## config.mk

```make
export PLATFORM = sky130hd
export DESIGN_NAME = unsigned_to_radix_text
export DESIGN_NICKNAME = d
export VERILOG_FILES = /design/src/rtl/core/utrt_pkg.sv /design/src/rtl/core/utrt_div.sv /design/src/rtl/core/utrt_divider.sv /design/src/rtl/core/utrt_store.sv /design/src/rtl/core/unsigned_to_radix_text.sv
export SDC_FILE = /design/constraint.sdc
export NUM_CORES = 1
export LEC_CHECK = 0
export BUFFER_PORTS_ARGS = -buffer_cell sky130_fd_sc_hd__buf_2
export CAP_MARGIN = 0
export CELL_PAD_IN_SITES_DETAIL_PLACEMENT = 0
export CELL_PAD_IN_SITES_GLOBAL_PLACEMENT = 2
export CORE_MARGIN = 1
export CORE_UTILIZATION = 39
export CTS_BUF_LIST = sky130_fd_sc_hd__clkbuf_4 sky130_fd_sc_hd__clkbuf_8 sky130_fd_sc_hd__clkbuf_16
export CTS_CLUSTER_DIAMETER = 50
export CTS_CLUSTER_SIZE = 30
export DETAILED_ROUTE_END_ITERATION = 7
export HOLD_SLACK_MARGIN = 0.03
export PLACE_DENSITY_LB_ADDON = 0.3
export SLEW_MARGIN = 40
export SYNTH_ARGS = -nofsm -noshare
export SYNTH_HDL_FRONTEND = slang
export SYNTH_HIERARCHICAL = 1
export SYNTH_SLANG_ARGS = --single-unit
```

## constraint.sdc

```tcl
create_clock -name aclk -period 4.5 [get_ports aclk]
set_clock_uncertainty 0.05 [all_clocks]
set_input_delay 0.225 -clock aclk [delete_from_list [all_inputs] [get_ports aclk]]
set_output_delay 0.225 -clock aclk [all_outputs]
set_load 0.02 [all_outputs]
```

## src/rtl/core/utrt_pkg.sv

```systemverilog
// shared types, widths and the digit-to-ascii map for the radix text converter
// no dependencies
package utrt_pkg;

    localparam int VALUE_PORT_W = 64;
    localparam int RADIX_W      = 6;
    localparam int MAXD_W       = 7;
    localparam int DIGIT_W      = 6;
    localparam int CHAR_W       = 7;
    localparam int CFG_IDX_W    = 1;
    localparam int CFG_DATA_W   = 7;

    localparam logic [CFG_IDX_W-1:0] REG_RADIX      = 1'b0;
    localparam logic [CFG_IDX_W-1:0] REG_MAX_DIGITS = 1'b1;

    localparam logic [RADIX_W-1:0] RADIX_MIN   = 6'd2;
    localparam logic [RADIX_W-1:0] RADIX_MAX   = 6'd36;
    localparam logic [RADIX_W-1:0] RADIX_RESET = 6'd10;
    localparam logic [MAXD_W-1:0]  MAXD_RESET  = 7'd64;

    localparam logic [DIGIT_W-1:0] DEC_DIGITS = 6'd10;
    localparam logic [CHAR_W-1:0]  CHAR_ZERO  = 7'h30;
    localparam logic [CHAR_W-1:0]  CHAR_A     = 7'h61;

    // divider status seen by the sequencer
    typedef struct packed {
        logic busy;
        logic done;
    } utrt_div_stat_t;

    function automatic logic [CHAR_W-1:0] digit_to_ascii(input logic [DIGIT_W-1:0] d);
        logic [CHAR_W-1:0] c;
        if (d < DEC_DIGITS) begin
            c = CHAR_ZERO + CHAR_W'(d);
        end else begin
            c = CHAR_A + CHAR_W'(d - DEC_DIGITS);
        end
        return c;
    endfunction

endpackage

```

## src/rtl/core/utrt_div.sv

```systemverilog
// one restoring division step: shift a dividend bit into the partial remainder,
// compare with the radix and subtract when it fits; depends on utrt_pkg
module utrt_div (
    input  logic [utrt_pkg::RADIX_W-1:0] rem_in,
    input  logic                         bit_in,
    input  logic [utrt_pkg::RADIX_W-1:0] divisor,
    output logic [utrt_pkg::RADIX_W-1:0] rem_out,
    output logic                         q_bit
);

    logic [utrt_pkg::RADIX_W:0] trial;
    logic [utrt_pkg::RADIX_W:0] diff;
    logic                       ge;

    assign trial   = {rem_in, bit_in};
    assign ge      = (trial >= {1'b0, divisor});
    assign diff    = trial - {1'b0, divisor};
    assign rem_out = ge ? diff[utrt_pkg::RADIX_W-1:0] : trial[utrt_pkg::RADIX_W-1:0];
    assign q_bit   = ge;

endmodule

```

## src/rtl/core/utrt_divider.sv

```systemverilog
// bit-serial restoring divider of a wide value by a small radix, one bit per cycle
// depends on utrt_pkg and utrt_div
module utrt_divider #(
    parameter int W = 64
) (
    input  logic                         aclk,
    input  logic                         aresetn,
    input  logic                         start,
    input  logic [W-1:0]                 dividend,
    input  logic [utrt_pkg::RADIX_W-1:0] divisor,
    output utrt_pkg::utrt_div_stat_t     stat,
    output logic [W-1:0]                 quotient,
    output logic [utrt_pkg::RADIX_W-1:0] remainder
);

    localparam int CNT_W = (W > 1) ? $clog2(W) : 1;

    logic                         busy_reg, busy_next;
    logic                         done_reg, done_next;
    logic [CNT_W-1:0]             cnt_reg, cnt_next;
    logic [W-1:0]                 q_reg, q_next;
    logic [utrt_pkg::RADIX_W-1:0] r_reg, r_next;
    logic [utrt_pkg::RADIX_W-1:0] step_rem;
    logic                         step_bit;

    // shift the next dividend bit into the partial remainder
    utrt_div u_step (
        .rem_in  (r_reg),
        .bit_in  (q_reg[W-1]),
        .divisor (divisor),
        .rem_out (step_rem),
        .q_bit   (step_bit)
    );

    always_comb begin
        busy_next = busy_reg;
        done_next = 1'b0;
        cnt_next  = cnt_reg;
        q_next    = q_reg;
        r_next    = r_reg;
        if (start) begin
            busy_next = 1'b1;
            cnt_next  = CNT_W'(W - 1);
            q_next    = dividend;
            r_next    = '0;
        end else if (busy_reg) begin
            // quotient bits fill in from the bottom as dividend bits leave the top
            q_next = {q_reg[W-2:0], step_bit};
            r_next = step_rem;
            if (cnt_reg == '0) begin
                busy_next = 1'b0;
                done_next = 1'b1;
            end else begin
                cnt_next = cnt_reg - 1'b1;
            end
        end
    end

    always_ff @(posedge aclk) begin
        if (!aresetn) begin
            busy_reg <= 1'b0;
            done_reg <= 1'b0;
            cnt_reg  <= '0;
        end else begin
            busy_reg <= busy_next;
            done_reg <= done_next;
            cnt_reg  <= cnt_next;
        end
        q_reg <= q_next;
        r_reg <= r_next;
    end

    assign stat.busy = busy_reg;
    assign stat.done = done_reg;
    assign quotient  = q_reg;
    assign remainder = r_reg;

endmodule

```

## src/rtl/core/utrt_store.sv

```systemverilog
// digit store: one write port, one registered read port
// depends on utrt_pkg
module utrt_store #(
    parameter int DEPTH = 64
) (
    input  logic                         aclk,
    input  logic                         wr_en,
    input  logic [$clog2(DEPTH)-1:0]     wr_addr,
    input  logic [utrt_pkg::DIGIT_W-1:0] wr_data,
    input  logic                         rd_en,
    input  logic [$clog2(DEPTH)-1:0]     rd_addr,
    output logic [utrt_pkg::DIGIT_W-1:0] rd_data
);

    logic [utrt_pkg::DIGIT_W-1:0] mem [DEPTH];
    logic [utrt_pkg::DIGIT_W-1:0] rd_data_reg;

    always_ff @(posedge aclk) begin
        if (wr_en) begin
            mem[wr_addr] <= wr_data;
        end
        if (rd_en) begin
            rd_data_reg <= mem[rd_addr];
        end
    end

    assign rd_data = rd_data_reg;

endmodule

```

## src/rtl/core/unsigned_to_radix_text.sv

```systemverilog
// top level: unsigned value to lower-case radix text, one digit word per result
// depends on utrt_pkg, utrt_divider, utrt_store
//
//  channel   ports                                     direction
//  s_        s_valid s_ready s_value[63:0]             value in
//  m_        m_valid m_ready m_digit_char m_last_digit digit out
//  cfg_      cfg_wr_en cfg_index cfg_wdata             register write
//
// each digit takes a full pass over the value on the shared bit-serial divider; once all
// digits are converted, each leaves the digit store through a read state and then a
// present state (read, then present); s_ready is high only when idle
// synchronous active-low reset sets radix 10 and a 64-digit limit; no clearing pass
// a stall on m_ready holds the current digit word and freezes the sequencer
module unsigned_to_radix_text #(
    parameter int VALUE_WIDTH = 64,
    parameter int DIGIT_DEPTH = 64
) (
    input  logic                            aclk,
    input  logic                            aresetn,
    input  logic                            s_valid,
    output logic                            s_ready,
    input  logic [utrt_pkg::VALUE_PORT_W-1:0] s_value,
    output logic                            m_valid,
    input  logic                            m_ready,
    output logic [utrt_pkg::CHAR_W-1:0]     m_digit_char,
    output logic                            m_last_digit,
    input  logic                            cfg_wr_en,
    input  logic [utrt_pkg::CFG_IDX_W-1:0]  cfg_index,
    input  logic [utrt_pkg::CFG_DATA_W-1:0] cfg_wdata
);

    localparam int IDX_W = $clog2(DIGIT_DEPTH);
    localparam int CNT_W = $clog2(DIGIT_DEPTH + 1);

    typedef enum logic [3:0] {
        ST_IDLE = 4'b0001,
        ST_DIV  = 4'b0010,
        ST_READ = 4'b0100,
        ST_OUT  = 4'b1000
    } state_t;

    state_t                       state_reg, state_next;
    logic [utrt_pkg::RADIX_W-1:0] radix_reg, radix_next;
    logic [utrt_pkg::MAXD_W-1:0]  maxd_reg, maxd_next;
    logic [utrt_pkg::RADIX_W-1:0] rad_eff_reg, rad_eff_next;
    logic [CNT_W-1:0]             limit_reg, limit_next;
    logic [CNT_W-1:0]             count_reg, count_next;
    logic [IDX_W-1:0]             idx_reg, idx_next;

    logic [utrt_pkg::RADIX_W-1:0] rad_eff;
    logic [CNT_W-1:0]             limit_eff;
    logic [CNT_W-1:0]             count_inc;

    logic                         div_start;
    logic [VALUE_WIDTH-1:0]       div_dividend;
    utrt_pkg::utrt_div_stat_t     div_stat;
    logic [VALUE_WIDTH-1:0]       div_quot;
    logic [utrt_pkg::RADIX_W-1:0] div_rem;

    logic                         wr_en;
    logic                         rd_en;
    logic [utrt_pkg::DIGIT_W-1:0] rd_data;

    // clamp the configured radix and digit limit
    always_comb begin
        if (radix_reg < utrt_pkg::RADIX_MIN) begin
            rad_eff = utrt_pkg::RADIX_MIN;
        end else if (radix_reg > utrt_pkg::RADIX_MAX) begin
            rad_eff = utrt_pkg::RADIX_MAX;
        end else begin
            rad_eff = radix_reg;
        end
        if (maxd_reg == '0) begin
            limit_eff = CNT_W'(1);
        end else if (maxd_reg > utrt_pkg::MAXD_W'(DIGIT_DEPTH)) begin
            limit_eff = CNT_W'(DIGIT_DEPTH);
        end else begin
            limit_eff = CNT_W'(maxd_reg);
        end
    end

    assign count_inc = count_reg + 1'b1;

    always_comb begin
        radix_next   = radix_reg;
        maxd_next    = maxd_reg;
        if (cfg_wr_en) begin
            case (cfg_index)
                utrt_pkg::REG_RADIX:      radix_next = cfg_wdata[utrt_pkg::RADIX_W-1:0];
                utrt_pkg::REG_MAX_DIGITS: maxd_next  = cfg_wdata[utrt_pkg::MAXD_W-1:0];
                default: ;
            endcase
        end
    end

    always_comb begin
        state_next   = state_reg;
        rad_eff_next = rad_eff_reg;
        limit_next   = limit_reg;
        count_next   = count_reg;
        idx_next     = idx_reg;
        div_start    = 1'b0;
        div_dividend = s_value[VALUE_WIDTH-1:0];
        wr_en        = 1'b0;
        rd_en        = 1'b0;
        case (state_reg)
            ST_IDLE: begin
                if (s_valid) begin
                    rad_eff_next = rad_eff;
                    limit_next   = limit_eff;
                    count_next   = '0;
                    div_start    = 1'b1;
                    state_next   = ST_DIV;
                end
            end
            ST_DIV: begin
                if (div_stat.done) begin
                    wr_en      = 1'b1;
                    count_next = count_inc;
                    // keep dividing while digits remain and the limit allows
                    if ((div_quot != '0) && (count_inc < limit_reg)) begin
                        div_dividend = div_quot;
                        div_start    = 1'b1;
                    end else begin
                        idx_next   = count_reg[IDX_W-1:0];
                        state_next = ST_READ;
                    end
                end
            end
            ST_READ: begin
                rd_en      = 1'b1;
                state_next = ST_OUT;
            end
            ST_OUT: begin
                if (m_ready) begin
                    if (idx_reg == '0) begin
                        state_next = ST_IDLE;
                    end else begin
                        idx_next   = idx_reg - 1'b1;
                        state_next = ST_READ;
                    end
                end
            end
            default: begin
                state_next = ST_IDLE;
            end
        endcase
    end

    always_ff @(posedge aclk) begin
        if (!aresetn) begin
            state_reg <= ST_IDLE;
            radix_reg <= utrt_pkg::RADIX_RESET;
            maxd_reg  <= utrt_pkg::MAXD_RESET;
            count_reg <= '0;
        end else begin
            state_reg <= state_next;
            radix_reg <= radix_next;
            maxd_reg  <= maxd_next;
            count_reg <= count_next;
        end
        rad_eff_reg <= rad_eff_next;
        limit_reg   <= limit_next;
        idx_reg     <= idx_next;
    end

    utrt_divider #(
        .W (VALUE_WIDTH)
    ) u_div (
        .aclk      (aclk),
        .aresetn   (aresetn),
        .start     (div_start),
        .dividend  (div_dividend),
        .divisor   ((state_reg == ST_IDLE) ? rad_eff : rad_eff_reg),
        .stat      (div_stat),
        .quotient  (div_quot),
        .remainder (div_rem)
    );

    utrt_store #(
        .DEPTH (DIGIT_DEPTH)
    ) u_store (
        .aclk    (aclk),
        .wr_en   (wr_en),
        .wr_addr (count_reg[IDX_W-1:0]),
        .wr_data (div_rem),
        .rd_en   (rd_en),
        .rd_addr (idx_reg),
        .rd_data (rd_data)
    );

    assign s_ready      = (state_reg == ST_IDLE);
    assign m_valid      = (state_reg == ST_OUT);
    assign m_digit_char = utrt_pkg::digit_to_ascii(rd_data);
    assign m_last_digit = (idx_reg == '0);

endmodule
```

* After elaboration in Yosys (flattened, before gate mapping) *
Memories as Yosys holds them, arrays and structs flattened. A register that Yosys moved wholly into a read port is not among the register bits.
Index checks and enable logic that the tools add are counted.
Widths: inputs -> output; s select.

operators by class
  equality and inequality tests = 11
  $lt $le $gt $ge = 6
  mux-type cells = 41
  add/sub/neg operators = 7
  reduce and logical (&&, ||, !) cells = 18
  bitwise operators = 3

operator list
  kind                 number
  $mux 64              5
  $mux 6               11
  $reduce_bool 64->1   1
  $mux 7               4
  $mux 4               4
  $pmux 4 s4           1
  $pmux 7 s2           1
  $logic_not 6->1      2
  $mux 1               12
  $pmux 6 s2           1
  $sub 6x1->6 const B  2
  $reduce_and 2->1     5
  $ne 2x2->1 const B   4
  $add 6x6->7 const A  1
  $add 7x1->7 const B  1
  $add 7x7->7 const A  1
  $ge 7x6->1           1
  $gt 7x7->1 const B   1
  $logic_not 7->1      1
  $lt 7x7->1           1
  $sub 6x4->7 const B  1
  $gt 6x6->1 const B   1
  $lt 6x2->1 const B   1
  $lt 6x4->1 const B   1
  17 further kinds     22

word-level totals
  output and inout bits = 10
  input bits = 77
  RAM bits = 384
  word-level logic and storage cells = 100
  memories = 1
  register bits = 121

memories
  memory       depth  width  rd ports  clocked after Yosys merged registers in  wr ports  line              text
  u_store.mem  64     6      1         1                                        1         utrt_store.sv:15  logic [utrt_pkg::DIGIT_W-1:0] mem [DEPTH];

* Depth between registers and ports, before layout *
  depth in word-level cells = 8
  mapped depth = 15
  depth with buffers taken out = 13

* Cells and area by module *
The synthesis kept the hierarchy.

modules (own cells, without submodules)
  module                  area an instance (µm²)  cells an instance  seq. area each (µm²)  instances
  utrt_store              15285.9                 720                11711.2               1
  unsigned_to_radix_text  3483.3                  354                1051.0                1
  utrt_divider            3360.7                  207                2202.1                1
  utrt_div                417.9                   53                 0.0                   1

* Worst setup path before layout *
OpenSTA, ideal clock, no wires.

  path kind = register to register
  from = register count_reg[0]
  to = register u_div.q_reg[0], in the netlist u_div/quotient[0] (enable)
  buffers on the path = 4
  arrival time = 3.732 ns
  data required time = 4.056 ns
  clock period less this slack = 4.176 ns
  setup slack = 0.324 ns
  library setup time = 0.394 ns
  stages on the path, launching flop included = 15
  cells stage by stage = dfxtp_1 -> ha_1 -> nand3_1 -> nor2_1 -> xor2_1 -> ha_1 -> o2111ai_1 -> a21oi_1 -> nor4_2 -> buf_4 -> buf_6 -> or2_2 -> buf_4 -> clkbuf_1 -> or2_2

between the ends
  cells in the longest elaborated chain, start to end = 8
  elaborated cells between the ends (all ways) = 9
  classes of those cells = add/sub (1); order compare (1); eq/ne (1); mux (3); reduce/logical (3)

RTL lines
  element                                                                  line                           text
  from (decl)                                                              unsigned_to_radix_text.sv:47   logic [CNT_W-1:0] count_reg, count_next;
  from (signal assigned)                                                   unsigned_to_radix_text.sv:160  count_reg <= count_next;
  $add 7x1->7 *                                                            unsigned_to_radix_text.sv:82   assign count_inc = count_reg + 1'b1;
  $lt 7x7->1 *                                                             unsigned_to_radix_text.sv:121  if ((div_quot != '0) && (count_inc < limit_reg)) begin
  $logic_and 1x1->1 *                                                      unsigned_to_radix_text.sv:121
  $mux 1 *                                                                 unsigned_to_radix_text.sv:121
  $mux 1 *                                                                 unsigned_to_radix_text.sv:117  if (div_stat.done) begin
  $pmux 1 s2 *                                                             unsigned_to_radix_text.sv:106  case (state_reg)
  net div_start                                                            unsigned_to_radix_text.sv:54   logic div_start;
  $ne 4x4->1 (no source line) / $reduce_bool 2->1 (equally long branches)  -
  $reduce_and 2->1 (no source line) *                                      -
  to (signal assigned)                                                     utrt_divider.sv:69             q_reg <= q_next;
  to (decl)                                                                utrt_divider.sv:21             logic [W-1:0] q_reg, q_next;

The timed path passes the listed nets; every way through them passes the cells marked *.
A chain may end at the register's enable or synchronous reset.

* Worst setup path in the final report *
  from = register count_reg[1]
  to = register u_div.q_reg[1], in the netlist u_div/quotient[1] (data pin)

between the ends
  cells in the longest elaborated chain, start to end = 7

RTL lines
  element              line                           text
  $add 7x1->7          unsigned_to_radix_text.sv:82
  $lt 7x7->1           unsigned_to_radix_text.sv:121
  $logic_and 1x1->1    unsigned_to_radix_text.sv:121
  $mux 1               unsigned_to_radix_text.sv:121
  $mux 1               unsigned_to_radix_text.sv:117
  $pmux 1 s2           unsigned_to_radix_text.sv:106
  $mux 64              utrt_divider.sv:41             if (start) begin
  net u_div.q_next[1]  utrt_divider.sv:21

The timed path passes the listed nets, and every way through them passes these cells.

==> results.cfg <==
[placement]
routabilityCongestion = 0.742
port_buffers = 86
placed_cells = 2141
dp_hpwl_mm = 31.4

[power]
p_clk_frac = 0.371
combPwrFrac = 0.136
powerDensity_mw_per_mm2 = 477
p_int_uw = 9330
ir_worst_vdd_uv = 338
p_sw_frac = 0.265
leakage_uw = 0.00889
p_seq_frac = 0.492
switching_power_uw = 3360

[run]
maxCapViolCount = 0

[worst_hold_path]
min_from = aresetn
min_path_cells = 2
min_to = radix_reg[1]
worst_hold_path_type = in2reg

[finish]
syn_to_final_growth_pct = 18.1
nNetsFinal = 1620
n_antenna_cell = 0
regMostFlops = u_store/mem
fillCellCount = 4837
final_cell_count_no_fill = 2319
final_layout_size_suffix_gt1_frac = 0.306
largest_register_ffs = 384

[logic_synthesis]
synth_area_sq_mm = 0.0225
avgSynthCellArea_sq_um = 16.9
netlist_instances = 1333
yosysWarnings = 6
syn_nets = 1433

[critical_path]
r2r-start = count_reg[1]
cp-start-kind = flop
path_max_fanout = 64
crit_slowest_cell = dfxtp_1
slowest_delay_ns = 0.58
path_cells = ha_1, nand3_1, nor2_1, xor2_1, ha_1, o2111ai_1, a21oi_1, nor4_4, buf_12, mux2_2, mux2_2
end_kind = flop
reg2reg_to = u_div/quotient[1]
arrival_ns = 4.17
crit_family = simple AND/OR/NAND/NOR gates
crit_type = reg2reg
r2r_cells = 11
cp.required_ns = 4.80
regToRegSetupSlack_ns = 0.63
crit_buf_inv = 1
worstSetupStartpoint = count_reg[1]

[timing]
rsz0062_at_grt = no
setup_viol = 0
worstMarginPinSlew_ns = 0.804
period_minus_slack_ns = 3.87
slew_viol_final = 0
fmax_mhz = 258
finalCritPeriodShare = 0.861
tns_ns = 0
whs_ns = 0.0492
hold_viol = 0
relSlewSlack = 0.463

[route]
dr.pass1.iters = 5
wl_mm = 49.9
wl_per_cell_um = 21.5
first_iter_violations = 819
via_per_inst = 5.25
met1_length_mm = 21.7
vias = 12200
ant_nets = 0
met3_length_mm = 2.24
highest_layer = met4
dr_wl_met2_mm = 24.6
drcViolationCount = 0

[global_routing]
grt_antenna_before_repair = 0
grt_pass1_vias = 12700
grt.overflow.total = 0
grt.total_usage = 0.171
grt_max_degree = 83
grt_pass1_wl_mm = 77.1

[cts]
clk_pin_slew_ns = 0.07
cts-root-buf = clkbuf_16
cts_htree_levels = 2
postCtsSetupBuffers = 0
clock-sinks = 511
cts_tree = done
cts_buffers = 54
cts-resized-gates = 0
cts_buffer_depth = 3
clk_latency_ns = 0.60

[floorplan]
die_h_um = 242
io_pins = 87
die_x_um = 242
rows = 87
start_util = 0.397
die-area_sq_mm = 0.0588
core-area_sq_mm = 0.0567

[outcome]
status = finished clean
-- cells in the final DEF (no fill, tap or decap), types with 6 or more instances in the layout --
cell / instances
nor4_1: 17
inv_6: 11
nand3_1: 26
dlygate4sd3_1: 79
buf_2: 86
nand2_1: 50
mux4_2: 87
buf_12: 10
xnor2_1: 9
o21ai_0: 16
mux2i_1: 25
nand4_1: 6
ha_1: 22
o221ai_1: 9
edfxtp_1: 473
mux2_4: 51
a211oi_1: 8
mux4_1: 6
nand3b_1: 6
o22ai_1: 14
buf_4: 21
nor2b_1: 22
o21ai_1: 6
clkinv_8: 6
nor2_1: 100
clkbuf_16: 55
nor3_1: 10
dfxtp_2: 6
nand2b_1: 12
a21oi_1: 19
o22a_1: 6
xor2_1: 6
inv_1: 29
a21boi_0: 15
dfxtp_1: 32
inv_8: 7
mux2_2: 91
-- routing by layer --
metal / global-route usage / up-vias
li1: - / 5674
met3: 0.0291 / 78
met4: 0.0527 / 0
met1: 0.226 / 6175
met2: 0.288 / 239
met5: 0 / -
-- worst max path at each step --
stage,to,slack (ns),depth (start not counted)
2_1_floorplan,u_div/quotient[0],0.32,14
3_3_place_gp,u_div/quotient[11],0.73,11
3_5_place_dp,u_div/quotient[13],0.68,11
4_1_cts,u_div/quotient[63],0.65,11
5_1_grt,u_div/quotient[6],0.31,11
6_report,u_div/quotient[1],0.63,11
-- layout make-up --
class / count / area [sq um] / share of cell area
Sequential cell: 511 / 15000 / 0.562
Multi-Input combinational cell: 724 / 7060 / 0.265
Timing Repair Buffer: 199 / 1620 / 0.0609
Clock buffer: 56 / 1380 / 0.0520
Tap cell: 756 / 946 / 0.0355
Clock inverter: 43 / 529 / 0.0199
Inverter: 30 / 113 / 0.00423
-- worst register-to-register path, cell delays in order, from the launching register on --
cell and delay (ns):
dfxtp_1 0.58, ha_1 0.32, nand3_1 0.17, nor2_1 0.20, xor2_1 0.22, ha_1 0.28, o2111ai_1 0.10, a21oi_1 0.12
nor4_4 0.45, buf_12 0.43, mux2_2 0.46, mux2_2 0.26
-- through the flow --
stage,setup slack [ns],power (uW),area [sq um],utilization
2_1_floorplan,0.324,7440,22500,-
3_3_place_gp,0.731,8000,23900,0.421
3_5_place_dp,0.678,8070,23900,0.422
4_1_cts,0.653,12900,26600,0.469
5_1_grt,0.314,13200,26600,0.469
6_report,0.626,12700,26600,0.469
-- power groups by stage --
stage,Combinational (uW),Sequential [uW],Clock (uW)
after floorplan,976,6470,0
after global placement,1650,6350,0
after detailed placement,1720,6350,0
after CTS,1770,6250,4840
after global routing,1930,6280,5010
final,1730,6250,4710
-- timing repair --
action / in CTS / in global routing
hold buffers: 79 / 0
endpoints found under the setup margin: 0 / 0
endpoints found under the hold margin: 78 / 0
Power figures use the tool's default switching activity.
